**config.mk**
```make
export PLATFORM = sky130hd
export DESIGN_NAME = randomized_set_table_top_flat
export DESIGN_NICKNAME = d
export VERILOG_FILES = /design/src/rst_pkg.sv /design/src/rst_if.sv /design/src/rst_cell.sv /design/src/rst_mod.sv /design/src/randomized_set_table_top.sv /design/src/flat_wrapper.sv
export SDC_FILE = /design/constraint.sdc
export NUM_CORES = 1
export LEC_CHECK = 0
export ABC_AREA = 0
export BUFFER_PORTS_ARGS = -buffer_cell sky130_fd_sc_hd__buf_4
export CAP_MARGIN = 20
export CORE_MARGIN = 5
export CORE_UTILIZATION = 59
export CTS_CLUSTER_SIZE = 8
export DETAILED_ROUTE_END_ITERATION = 12
export GPL_ROUTABILITY_DRIVEN = 0
export PLACE_DENSITY = 0.75
export SETUP_SLACK_MARGIN = 0.05
export SLEW_MARGIN = 25
export SYNTH_ARGS = -nofsm -noshare
export SYNTH_HDL_FRONTEND = slang
export SYNTH_SLANG_ARGS = --single-unit
```
**constraint.sdc**
```tcl
create_clock -name i_clk -period 81.7 [get_ports i_clk]
set_clock_uncertainty 0.05 [all_clocks]
set_input_delay 12.255 -clock i_clk [delete_from_list [all_inputs] [get_ports i_clk]]
set_output_delay 12.255 -clock i_clk [all_outputs]
set_load 0.05 [all_outputs]
```
**src/rst_pkg.sv**
```systemverilog
`timescale 1ns / 1ps
// Shared constants for the randomized set table: field widths, command and status codes.
// No dependencies.
package rst_pkg;

    localparam int CAPACITY_DEF = 64;

    localparam int CMD_W   = 2;
    localparam int VALUE_W = 32;
    localparam int RAND_W  = 16;
    localparam int STAT_W  = 2;
    localparam int COUNT_W = 7;

    localparam logic [CMD_W-1:0] CMD_INSERT = 2'd0;
    localparam logic [CMD_W-1:0] CMD_REMOVE = 2'd1;
    localparam logic [CMD_W-1:0] CMD_PICK   = 2'd2;

    localparam logic [STAT_W-1:0] ST_DONE              = 2'd0;
    localparam logic [STAT_W-1:0] ST_PRESENT_OR_ABSENT = 2'd1;
    localparam logic [STAT_W-1:0] ST_FULL              = 2'd2;
    localparam logic [STAT_W-1:0] ST_EMPTY             = 2'd3;

endpackage

```
**src/rst_if.sv**
```systemverilog
`timescale 1ns / 1ps
// Valid/ready channel interfaces for commands in and results out.
// Depends on rst_pkg for field widths.
interface rst_cmd_if;
    logic                               valid;
    logic                               ready;
    logic [rst_pkg::CMD_W-1:0]          command;
    logic signed [rst_pkg::VALUE_W-1:0] value;
    logic [rst_pkg::RAND_W-1:0]         random_word;

    modport source (output valid, command, value, random_word, input ready);
    modport sink   (input valid, command, value, random_word, output ready);
endinterface

interface rst_res_if;
    logic                               valid;
    logic                               ready;
    logic                               success;
    logic [rst_pkg::STAT_W-1:0]         status;
    logic signed [rst_pkg::VALUE_W-1:0] picked_value;
    logic [rst_pkg::COUNT_W-1:0]        member_count;

    modport source (output valid, success, status, picked_value, member_count, input ready);
    modport sink   (input valid, success, status, picked_value, member_count, output ready);
endinterface

```
**src/rst_cell.sv**
```systemverilog
`timescale 1ns / 1ps
// One storage cell of the member ring: holds one entry, loads its neighbor on shift.
// Depends on rst_pkg for the value width.
module rst_cell (
    input  logic                           i_clk,
    input  logic                           i_shift,
    input  logic [rst_pkg::VALUE_W-1:0]    i_data,
    output logic [rst_pkg::VALUE_W-1:0]    o_data
);

    logic [rst_pkg::VALUE_W-1:0] r_data;

    always_ff @(posedge i_clk) begin
        if (i_shift) begin
            r_data <= i_data;
        end
    end

    assign o_data = r_data;

endmodule

```
**src/rst_mod.sv**
```systemverilog
`timescale 1ns / 1ps
// Restoring remainder unit: random word modulo member count, one dividend bit per cycle.
// Depends on rst_pkg for the random word width.
module rst_mod #(
    parameter int CNT_W = 7
) (
    input  logic                        i_clk,
    input  logic                        i_rst_n,
    input  logic                        i_start,
    input  logic [rst_pkg::RAND_W-1:0]  i_dividend,
    input  logic [CNT_W-1:0]            i_divisor,
    output logic                        o_done,
    output logic [CNT_W-1:0]            o_rem
);

    localparam int STEP_W = $clog2(rst_pkg::RAND_W);

    logic                        r_busy;
    logic                        r_done;
    logic [STEP_W-1:0]           r_step;
    logic [rst_pkg::RAND_W-1:0]  r_dvd;
    logic [CNT_W-1:0]            r_dvs;
    logic [CNT_W-1:0]            r_rem;
    logic [CNT_W:0]              trial;
    logic [CNT_W:0]              diff;
    logic [CNT_W-1:0]            n_rem;

    always_comb begin
        trial = {r_rem, r_dvd[rst_pkg::RAND_W-1]};
        diff  = trial - {1'b0, r_dvs};
        if (trial >= {1'b0, r_dvs}) begin
            n_rem = diff[CNT_W-1:0];
        end else begin
            n_rem = trial[CNT_W-1:0];
        end
    end

    always_ff @(posedge i_clk) begin
        if (!i_rst_n) begin
            r_busy <= 1'b0;
            r_done <= 1'b0;
        end else begin
            if (i_start) begin
                r_busy <= 1'b1;
                r_done <= 1'b0;
                r_step <= '0;
                r_dvd  <= i_dividend;
                r_dvs  <= i_divisor;
                r_rem  <= '0;
            end else if (r_busy) begin
                r_rem  <= n_rem;
                r_dvd  <= {r_dvd[rst_pkg::RAND_W-2:0], 1'b0};
                r_step <= r_step + 1'b1;
                if (r_step == STEP_W'(rst_pkg::RAND_W - 1)) begin
                    r_busy <= 1'b0;
                    r_done <= 1'b1;
                end else begin
                    r_done <= 1'b0;
                end
            end else begin
                r_done <= 1'b0;
            end
        end
    end

    assign o_done = r_done;
    assign o_rem  = r_rem;

endmodule

```
**src/randomized_set_table_top.sv**
```systemverilog
`timescale 1ns / 1ps
// Top level of the randomized set table: ring of member cells, scan control, remainder unit.
// Depends on rst_pkg, rst_if, rst_cell and rst_mod.
//
//  channel  | dir | payload                                        | transfer
//  ---------+-----+------------------------------------------------+--------------------
//  i_cmd    | in  | command, value, random_word                    | valid & ready
//  o_res    | out | success, status, picked_value, member_count    | valid & ready
//
// Members sit in a ring of CAPACITY cells; a scan rotates the ring once, one entry per
// cycle past a single comparator at the head. Insert does one scan, a successful remove
// a second rotation as well (it drops the last member into the freed slot), a pick runs
// the remainder unit first and then one scan. Commands are taken only while no command
// is in work; the result register holds while o_res is stalled and the next command may
// enter behind it. Synchronous reset empties the set at once.
module randomized_set_table_top #(
    parameter int CAPACITY = rst_pkg::CAPACITY_DEF
) (
    input  logic          i_clk,
    input  logic          i_rst_n,
    rst_cmd_if.sink       i_cmd,
    rst_res_if.source     o_res
);

    localparam int IDX_W = (CAPACITY > 1) ? $clog2(CAPACITY) : 1;
    localparam int CNT_W = $clog2(CAPACITY + 1);

    typedef enum logic [2:0] {S_IDLE, S_DIV, S_SCAN, S_FIX, S_DONE} t_state;

    t_state                          r_state;
    logic [rst_pkg::CMD_W-1:0]       r_cmd;
    logic [rst_pkg::VALUE_W-1:0]     r_val;
    logic [rst_pkg::RAND_W-1:0]      r_rnd;
    logic [CNT_W-1:0]                r_count;
    logic [IDX_W-1:0]                r_k;
    logic                            r_found;
    logic [IDX_W-1:0]                r_pos;
    logic [IDX_W-1:0]                r_idx;
    logic [rst_pkg::VALUE_W-1:0]     r_last;
    logic [rst_pkg::VALUE_W-1:0]     r_pick;
    logic                            r_out_valid;
    logic                            r_success;
    logic [rst_pkg::STAT_W-1:0]      r_status;
    logic [rst_pkg::VALUE_W-1:0]     r_picked;
    logic [rst_pkg::COUNT_W-1:0]     r_mcount;

    logic [rst_pkg::VALUE_W-1:0]     cell_q [CAPACITY];
    logic [rst_pkg::VALUE_W-1:0]     head;
    logic [rst_pkg::VALUE_W-1:0]     tail_in;
    logic                            shift;
    logic [CNT_W-1:0]                k_ext;
    logic                            match;
    logic                            at_last;
    logic                            accept;
    logic                            div_start;
    logic                            div_done;
    logic [CNT_W-1:0]                div_rem;
    logic                            out_free;
    logic                            res_ok;
    logic [rst_pkg::STAT_W-1:0]      res_st;
    logic [CNT_W-1:0]                res_cnt;
    logic [CNT_W+rst_pkg::COUNT_W-1:0] cnt_wide;

    // ring: cell i loads cell i+1, the tail loads the head (or a replacement)
    genvar gi;
    generate
        for (gi = 0; gi < CAPACITY; gi++) begin : g_cell
            if (gi == CAPACITY - 1) begin : g_tail
                rst_cell u_cell (
                    .i_clk   (i_clk),
                    .i_shift (shift),
                    .i_data  (tail_in),
                    .o_data  (cell_q[gi])
                );
            end else begin : g_body
                rst_cell u_cell (
                    .i_clk   (i_clk),
                    .i_shift (shift),
                    .i_data  (cell_q[gi+1]),
                    .o_data  (cell_q[gi])
                );
            end
        end
    endgenerate

    rst_mod #(
        .CNT_W (CNT_W)
    ) u_mod (
        .i_clk      (i_clk),
        .i_rst_n    (i_rst_n),
        .i_start    (div_start),
        .i_dividend (r_rnd),
        .i_divisor  (r_count),
        .o_done     (div_done),
        .o_rem      (div_rem)
    );

    assign head      = cell_q[0];
    assign shift     = (r_state == S_SCAN) || (r_state == S_FIX);
    assign k_ext     = CNT_W'(r_k);
    assign at_last   = (r_k == IDX_W'(CAPACITY - 1));
    assign match     = (r_state == S_SCAN) && (k_ext < r_count) && (head == r_val);
    assign accept    = i_cmd.valid && i_cmd.ready;
    assign out_free  = !r_out_valid || o_res.ready;

    // remainder unit starts the cycle after the command is latched
    assign div_start = (r_state == S_DIV) && !div_done && (r_k == '0) && !r_found;

    always_comb begin
        tail_in = head;
        if ((r_state == S_SCAN) && (r_cmd == rst_pkg::CMD_INSERT)
                && (k_ext == r_count) && !r_found) begin
            tail_in = r_val;
        end else if ((r_state == S_FIX) && (r_k == r_pos)) begin
            tail_in = r_last;
        end
    end

    always_comb begin
        res_ok  = 1'b0;
        res_st  = rst_pkg::ST_DONE;
        res_cnt = r_count;
        case (r_cmd)
            rst_pkg::CMD_INSERT: begin
                if (r_found) begin
                    res_st = rst_pkg::ST_PRESENT_OR_ABSENT;
                end else if (r_count >= CNT_W'(CAPACITY)) begin
                    res_st = rst_pkg::ST_FULL;
                end else begin
                    res_ok  = 1'b1;
                    res_cnt = r_count + 1'b1;
                end
            end
            rst_pkg::CMD_REMOVE: begin
                if (r_count == '0) begin
                    res_st = rst_pkg::ST_EMPTY;
                end else if (!r_found) begin
                    res_st = rst_pkg::ST_PRESENT_OR_ABSENT;
                end else begin
                    res_ok  = 1'b1;
                    res_cnt = r_count - 1'b1;
                end
            end
            rst_pkg::CMD_PICK: begin
                if (r_count == '0) begin
                    res_st = rst_pkg::ST_EMPTY;
                end else begin
                    res_ok = 1'b1;
                end
            end
            default: begin
                res_ok = 1'b0;
            end
        endcase
    end

    assign cnt_wide = {{rst_pkg::COUNT_W{1'b0}}, res_cnt};

    always_ff @(posedge i_clk) begin
        if (!i_rst_n) begin
            r_state     <= S_IDLE;
            r_count     <= '0;
            r_out_valid <= 1'b0;
            r_found     <= 1'b0;
            r_k         <= '0;
        end else begin
            if (r_out_valid && o_res.ready && (r_state != S_DONE)) begin
                r_out_valid <= 1'b0;
            end
            case (r_state)
                S_IDLE: begin
                    if (accept) begin
                        r_cmd   <= i_cmd.command;
                        r_val   <= i_cmd.value;
                        r_rnd   <= i_cmd.random_word;
                        r_found <= 1'b0;
                        r_k     <= '0;
                        if ((i_cmd.command == rst_pkg::CMD_PICK) && (r_count != '0)) begin
                            r_state <= S_DIV;
                        end else if ((i_cmd.command == rst_pkg::CMD_INSERT)
                                || (i_cmd.command == rst_pkg::CMD_REMOVE)) begin
                            r_state <= S_SCAN;
                        end else begin
                            r_state <= S_DONE;
                        end
                    end
                end
                S_DIV: begin
                    // mark the start as issued so it fires once
                    if (div_done) begin
                        r_idx   <= div_rem[IDX_W-1:0];
                        r_found <= 1'b0;
                        r_state <= S_SCAN;
                    end else begin
                        r_found <= 1'b1;
                    end
                end
                S_SCAN: begin
                    r_k <= at_last ? '0 : r_k + 1'b1;
                    if (match && !r_found) begin
                        r_found <= 1'b1;
                        r_pos   <= r_k;
                    end
                    if ((k_ext + CNT_W'(1)) == r_count) begin
                        r_last <= head;
                    end
                    if (r_k == r_idx) begin
                        r_pick <= head;
                    end
                    if (at_last) begin
                        if ((r_cmd == rst_pkg::CMD_REMOVE) && (r_found || match)) begin
                            r_state <= S_FIX;
                        end else begin
                            r_state <= S_DONE;
                        end
                    end
                end
                S_FIX: begin
                    r_k <= at_last ? '0 : r_k + 1'b1;
                    if (at_last) begin
                        r_state <= S_DONE;
                    end
                end
                S_DONE: begin
                    // hold until the result register is free
                    if (out_free) begin
                        r_out_valid <= 1'b1;
                        r_success   <= res_ok;
                        r_status    <= res_st;
                        r_picked    <= (res_ok && (r_cmd == rst_pkg::CMD_PICK)) ? r_pick : '0;
                        r_mcount    <= cnt_wide[rst_pkg::COUNT_W-1:0];
                        r_count     <= res_cnt;
                        r_state     <= S_IDLE;
                    end
                end
                default: begin
                    r_state <= S_IDLE;
                end
            endcase
        end
    end

    assign i_cmd.ready        = (r_state == S_IDLE);
    assign o_res.valid        = r_out_valid;
    assign o_res.success      = r_success;
    assign o_res.status       = r_status;
    assign o_res.picked_value = r_picked;
    assign o_res.member_count = r_mcount;

endmodule
```
**src/flat_wrapper.sv**
```systemverilog
// flat-port wrapper written by rule: the top's interface ports become plain ports
module randomized_set_table_top_flat 
#(
    parameter int CAPACITY = rst_pkg::CAPACITY_DEF
)
  (i_clk, i_rst_n, i_cmd_valid, i_cmd_command, i_cmd_value, i_cmd_random_word, i_cmd_ready, o_res_valid, o_res_success, o_res_status, o_res_picked_value, o_res_member_count, o_res_ready);
  rst_cmd_if i_cmd_i ();
  rst_res_if o_res_i ();
  input  logic i_clk;
  input  logic i_rst_n;
  input wire logic [$bits(i_cmd_i.valid)-1:0] i_cmd_valid;
  input wire logic [$bits(i_cmd_i.command)-1:0] i_cmd_command;
  input wire logic [$bits(i_cmd_i.value)-1:0] i_cmd_value;
  input wire logic [$bits(i_cmd_i.random_word)-1:0] i_cmd_random_word;
  output wire logic [$bits(i_cmd_i.ready)-1:0] i_cmd_ready;
  output wire logic [$bits(o_res_i.valid)-1:0] o_res_valid;
  output wire logic [$bits(o_res_i.success)-1:0] o_res_success;
  output wire logic [$bits(o_res_i.status)-1:0] o_res_status;
  output wire logic [$bits(o_res_i.picked_value)-1:0] o_res_picked_value;
  output wire logic [$bits(o_res_i.member_count)-1:0] o_res_member_count;
  input wire logic [$bits(o_res_i.ready)-1:0] o_res_ready;
  assign i_cmd_i.valid = i_cmd_valid;
  assign i_cmd_i.command = i_cmd_command;
  assign i_cmd_i.value = i_cmd_value;
  assign i_cmd_i.random_word = i_cmd_random_word;
  assign i_cmd_ready = i_cmd_i.ready;
  assign o_res_valid = o_res_i.valid;
  assign o_res_success = o_res_i.success;
  assign o_res_status = o_res_i.status;
  assign o_res_picked_value = o_res_i.picked_value;
  assign o_res_member_count = o_res_i.member_count;
  assign o_res_i.ready = o_res_ready;
  randomized_set_table_top #(.CAPACITY(CAPACITY)) u_core (.i_clk(i_clk), .i_rst_n(i_rst_n), .i_cmd(i_cmd_i), .o_res(o_res_i));
endmodule
```
**Word level (Yosys, flattened, before mapping)**

Index checks and enable logic that the tools add are counted.

- Word-level logic and storage cells: 212
- Output and inout bits: 44
- Bits of input ports: 54
- Register bits: 2,270

- Bitwise operators: 2
- Muxes and demuxes: 47
- Add/sub/neg operators: 6
- Reductions and logical operators: 46
- Equal/unequal tests: 22
- $lt $le $gt $ge: 3

Operators by type and width:

| operator | number |
|---|---|
| two-way mux 32 bit | 2 |
| two-way mux 7 bit | 6 |
| == test 32 bit | 1 |
| two-way mux 16 bit | 2 |
| two-way mux 3 bit | 8 |
| AND reduction 3 bit | 7 |
| logical AND 1 bit | 16 |
| two-way mux 1 bit | 16 |
| one-hot mux 3 bit (5 select lines) | 1 |
| one-hot mux 7 bit (2 select lines) | 1 |
| == test 6 bit | 2 |
| two-way mux 6 bit | 2 |
| one-hot mux 6 bit (2 select lines) | 1 |
| >= comparator 8 x 7 -> 1 bit | 1 |
| two-way mux 2 bit | 4 |
| AND reduction 2 bit | 4 |
| adder 6 x 1 -> 7 bit, second input constant | 1 |
| adder 7 x 1 -> 7 bit, second input constant | 1 |
| == test 6 x 7 -> 1 bit | 1 |
| == test 7 bit | 1 |
| >= comparator 7 bit, second input constant | 1 |
| logical NOT 7 bit | 1 |
| < comparator 6 x 7 -> 1 bit | 1 |
| nonzero test 7 bit | 1 |
| 28 further kinds | 44 |

**Depth between registers and ports, before layout**

- Depth after elaboration: 8
- Mapped depth: 10
- Gate-level depth less buffers: 9

**By module**

A second synthesis with hierarchy kept.

- Cell total of the unflattened synthesis: 2,803
- Area, all modules: 71,514.8 um^2

By module, submodules not included:

| module | cells an instance | area each (um^2) | instances | seq. area each (um^2) |
|---|---|---|---|---|
| rst_cell | 32 | 960.9 | 64 | 960.9 |
| randomized_set_table_top | 619 | 8,217.9 | 1 | 5,405.2 |
| rst_mod | 136 | 1,798.0 | 1 | 1,061.0 |

**Least setup slack after synthesis**

No wires, ideal clock.

- Path kind: flip-flop to flip-flop
- Start point: register u_core.r_state[2]
- End point: register u_core.r_k[3]
- Stages on the path, launching flop included: 8
- Arrival: 45,153 ps
- Path buffers: 1
- Library setup time: 128 ps
- Period minus slack after synthesis: 45,330 ps
- Required time: 81,522 ps
- Setup slack: 36,370 ps
- Cell sequence: dfxtp_1 -> nand2b_1 -> clkbuf_1 -> inv_1 -> a21oi_1 -> a21o_1 -> a21oi_1 -> nor2_1

- Cells in the longest elaborated chain, start to end: 4
- Elaborated cells between the ends (all ways): 9
- Those cells by class: eq/ne (3); mux (1); reduce/logical (5)

Ends and longest elaborated chain:

| item | RTL line | text |
|---|---|---|
| from (decl) | randomized_set_table_top.sv:30 | `t_state r_state;` |
| from (signal assigned) | randomized_set_table_top.sv:161 | `r_state <= S_IDLE;` |
| from (signal assigned) | randomized_set_table_top.sv:179 | `r_state <= S_DIV;` |
| from (signal assigned) | randomized_set_table_top.sv:182 | `r_state <= S_SCAN;` |
| == test 3 x 2 -> 1 bit or logical NOT 3 bit (tied branches) | randomized_set_table_top.sv:170, randomized_set_table_top.sv:243 |  |
| OR reduction 2 bit (no line) or logical AND 1 bit (tied branches) | -- |  |
| nonzero test 2 bit (no line) or != test 2 bit (tied branches) | -- |  |
| AND reduction 2 bit (no line) | -- |  |
| to (signal assigned) | randomized_set_table_top.sv:199 | `r_k <= at_last ? '0 : r_k + 1'b1;` |
| to (signal assigned) | randomized_set_table_top.sv:219 | `r_k <= at_last ? '0 : r_k + 1'b1;` |
| to (decl) | randomized_set_table_top.sv:35 | `logic [IDX_W-1:0] r_k;` |

Several ways; a longest one is shown, not always the timed one.
A chain may end at the register's enable or synchronous reset.

**Worst setup path in the final report**

- Start point: register u_core.r_state[0]
- End point: output port i_cmd_ready

- Cells in the longest elaborated chain, start to end: 1

Ends and longest elaborated chain:

| item | RTL line | text |
|---|---|---|
| logical NOT 3 bit | randomized_set_table_top.sv:243 | `assign i_cmd.ready = (r_state == S_IDLE);` |
| to (decl) | flat_wrapper.sv:15 | `output wire logic [$bits(i_cmd_i.ready)-1:0] i_cmd_ready;` |

Every way passes these cells.

==> impl_metrics.tcl <==
set metrics [dict create \
    ctsHoldBuffers 0 \
    io_pins 98 \
    clk_latency_ns 0.87 \
    seq_area_frac_synth 0.9526 \
    synth_top_cell_by_area "edfxtp_1" \
    worstHoldPathType "flop to flop" \
    cp.arrival_ns 2.18 \
    die_h_um 357.8 \
    drv_slew 0 \
    wirelength_um 129500 \
    min_period_over_period 0.1773 \
    wl_per_cell_um 26.52 \
    cp-start-kind "flop" \
    regToRegSetupSlack_ns 76.89 \
    numCtsBuffers 335 \
    cts_resized 0 \
    critical_path_class "flop to primary output" \
    ctsHtreeMaxLevel 5 \
    mappedNetlistArea_sq_mm 0.07135 \
    drt-vias-per-instance 5.827 \
    cts_tree "yes" \
    num_rows 127 \
    layout_min_cycle_time_ns 14.48 \
    rsz0062_at_grt "no" \
    cts-root-buf "clkbuf_16" \
    critical_path_required_ns 69.39 \
    ant_nets 0 \
    synth_edf_count 2250 \
    io_buffers 97 \
    dp_hpwl_um 52350 \
    worstSetupEndpointType "primary output" \
    fmax_mhz 69.05 \
    synthDominantCellAreaShare 0.9470 \
    syn-num-nets 2858 \
    finalSetupTns_ns 0 \
    hold_violations 0 \
    leakage_nw 27.06 \
    synth_top_flop_cell "edfxtp_1" \
    total_power_mw 2.642 \
    grt_util_all_layers 0.2018 \
    drtPass1Iterations 8 \
    multi_input_area_sq_mm 0.003202 \
    status "completed" \
    clockBufferDepth 4 \
    final-seq-area_sq_mm 0.06797 \
    grt_pass1_wl_um 190600 \
    maxCapViolations 0 \
    gr-total-overflow 0 \
    min_path_cells 0 \
    relSlewSlack 0.2974 \
    syn_inst 2785 \
    dr.first_iter.drc_count 3817 \
    fillers 6541 \
    p_per_area_mw_per_mm2 31.74 \
    crit_fanout 13 \
    vdd_drop_max_v 0.00002375 \
    drive_gt1_frac 0.1575 \
    antenna_found_initial 10 \
    syn_area_per_cell_sq_um 25.62 \
    area_delta_synth_final_pct 16.66 \
    start_util 0.5947 \
    tightest_slew_ns 1.054 \
    finalNetCount 3287 \
    post-cts-setup-buffers 0 \
    cts.sinks 2270 \
    setup_violations 0 \
    ys.warnings.count 0 \
    reg2reg_depth 6 \
    core_area_sq_mm 0.1200 \
    dieArea_sq_mm 0.1280 \
    synth_cell_types 63 \
    post-route-drc-count 0 \
    ys_ff_latch 2270 \
    cts.clk_slew.worst_paths_ns 0.05 \
    ys_async_sr_fraction 0 \
    grt_pass1_vias 29510 \
    synth_area_leaders "edfxtp_1 95%, dfxtp_1 0.56%, xnor2_1 0.55%, mux2i_1 0.49%, o21ai_0 0.34%" \
    die_w_um 357.8 \
    grt_max_degree 226 \
    vias 28460 \
]
## cells in the mapped netlist, types with 13 or more instances
cell / instances
edfxtp_1: 2250
nand2_1: 57
o21ai_0: 49
xnor2_1: 45
nor2_1: 38
and2_1: 37
mux2i_1: 35
inv_1: 22
clkbuf_1: 20
dfxtp_1: 20
a21oi_1: 19
ha_1: 18
mux2_2: 15
xor2_1: 15
nand3_1: 13
## worst max-delay path: stages, from the launching register on
cell and delay, ns:
dfxtp_1 0.48, nor3_1 0.51, buf_4 0.31
## report_power, final
part	total, mW	internal (mW)	switching (mW)
clock network	1.20	0.738	0.467
logic	0.0544	0.00950	0.0449
registers	1.38	1.36	0.0256
## per-layer routing
metal  global-route usage  share of wire
met4              0.07449          0.031
met2               0.3153           0.47
met3              0.04730          0.093
met1               0.2860           0.40
met5                    0       0.000093
## through the flow
step | setup WS, ns | std cells | hold WS (ns) | utilization | instance area, sq um
after CTS | 67.21 | 4877 | 0.3190 | 0.6925 | 83080
final | 67.22 | 4884 | 0.3283 | 0.6938 | 83240
after floorplan | 36.37 | 2785 | 0.3503 | - | 71350
after global routing | 67.16 | 4881 | 0.3356 | 0.6937 | 83230
after global placement | 67.31 | 4484 | 0.3506 | 0.6188 | 74240
after detailed placement | 67.40 | 4485 | 0.3545 | 0.6190 | 74260
## cells by family (layout without fill, tap and decap cells)
group / after synthesis / count (layout) / share of synthesized area
multiplexers: 50 / 50 / 0.007278
adder cells (fa/ha/maj): 19 / 19 / 0.003437
other: 0 / 3 / 0
XOR/XNOR: 60 / 60 / 0.007365
AND/OR/NAND/NOR: 217 / 217 / 0.01585
AO/OA/AOI/OAI: 112 / 112 / 0.01019
buffers and inverters: 57 / 541 / 0.003297
flip-flops: 2270 / 2270 / 0.9526
## sequential cells by signal (all words and copies together) (netlist names), 16 cells and up
signal and flops:
u_core.o_res.picked_value 32, u_core.r_pick 32, u_core.r_val 32, u_core.g_cell.g_body.u_cell.o_data 2016
u_core.r_last 32, u_core.u_mod.r_dvd 16, u_core.g_cell.g_tail.u_cell.o_data 32, u_core.r_rnd 16
## placed cells by master, fill, tap and decap left out, types with 8 or more instances in the layout
master / count
edfxtp_1: 2250
clkbuf_16: 342
buf_4: 109
nand2_1: 57
o21ai_0: 49
xnor2_1: 45
and2_1: 37
clkbuf_1: 37
nor2_1: 36
mux2i_1: 35
inv_1: 21
dfxtp_1: 20
a21oi_1: 18
ha_1: 18
xor2_1: 15
mux2_2: 15
nor3_1: 12
nand4_1: 12
nand3_1: 12
nor2b_1: 10
buf_6: 8
## final timing paths
path,startpoint,endpoint
worst max-delay path,u_core.r_state[0],i_cmd_ready
worst min-delay path,u_core.g_cell[61].g_body.u_cell.o_data[25],u_core.g_cell[60].g_body.u_cell.o_data[25]
worst max register to register,u_core.r_state[1],u_core.g_cell[16].g_body.u_cell.o_data[1]
worst min register to register,u_core.g_cell[61].g_body.u_cell.o_data[25],u_core.g_cell[60].g_body.u_cell.o_data[25]
## final cells by class
class,count,area share
inverter,23,0.001188
multi-input combinational,458,0.03847
antenna,3,0.00009019
clock buffer,379,0.1045
tap,1612,0.02423
clock inverter,13,0.001473
timing repair buffer,126,0.01353
sequential,2270,0.8165
Note: power is estimated with default switching activity, not from simulation.
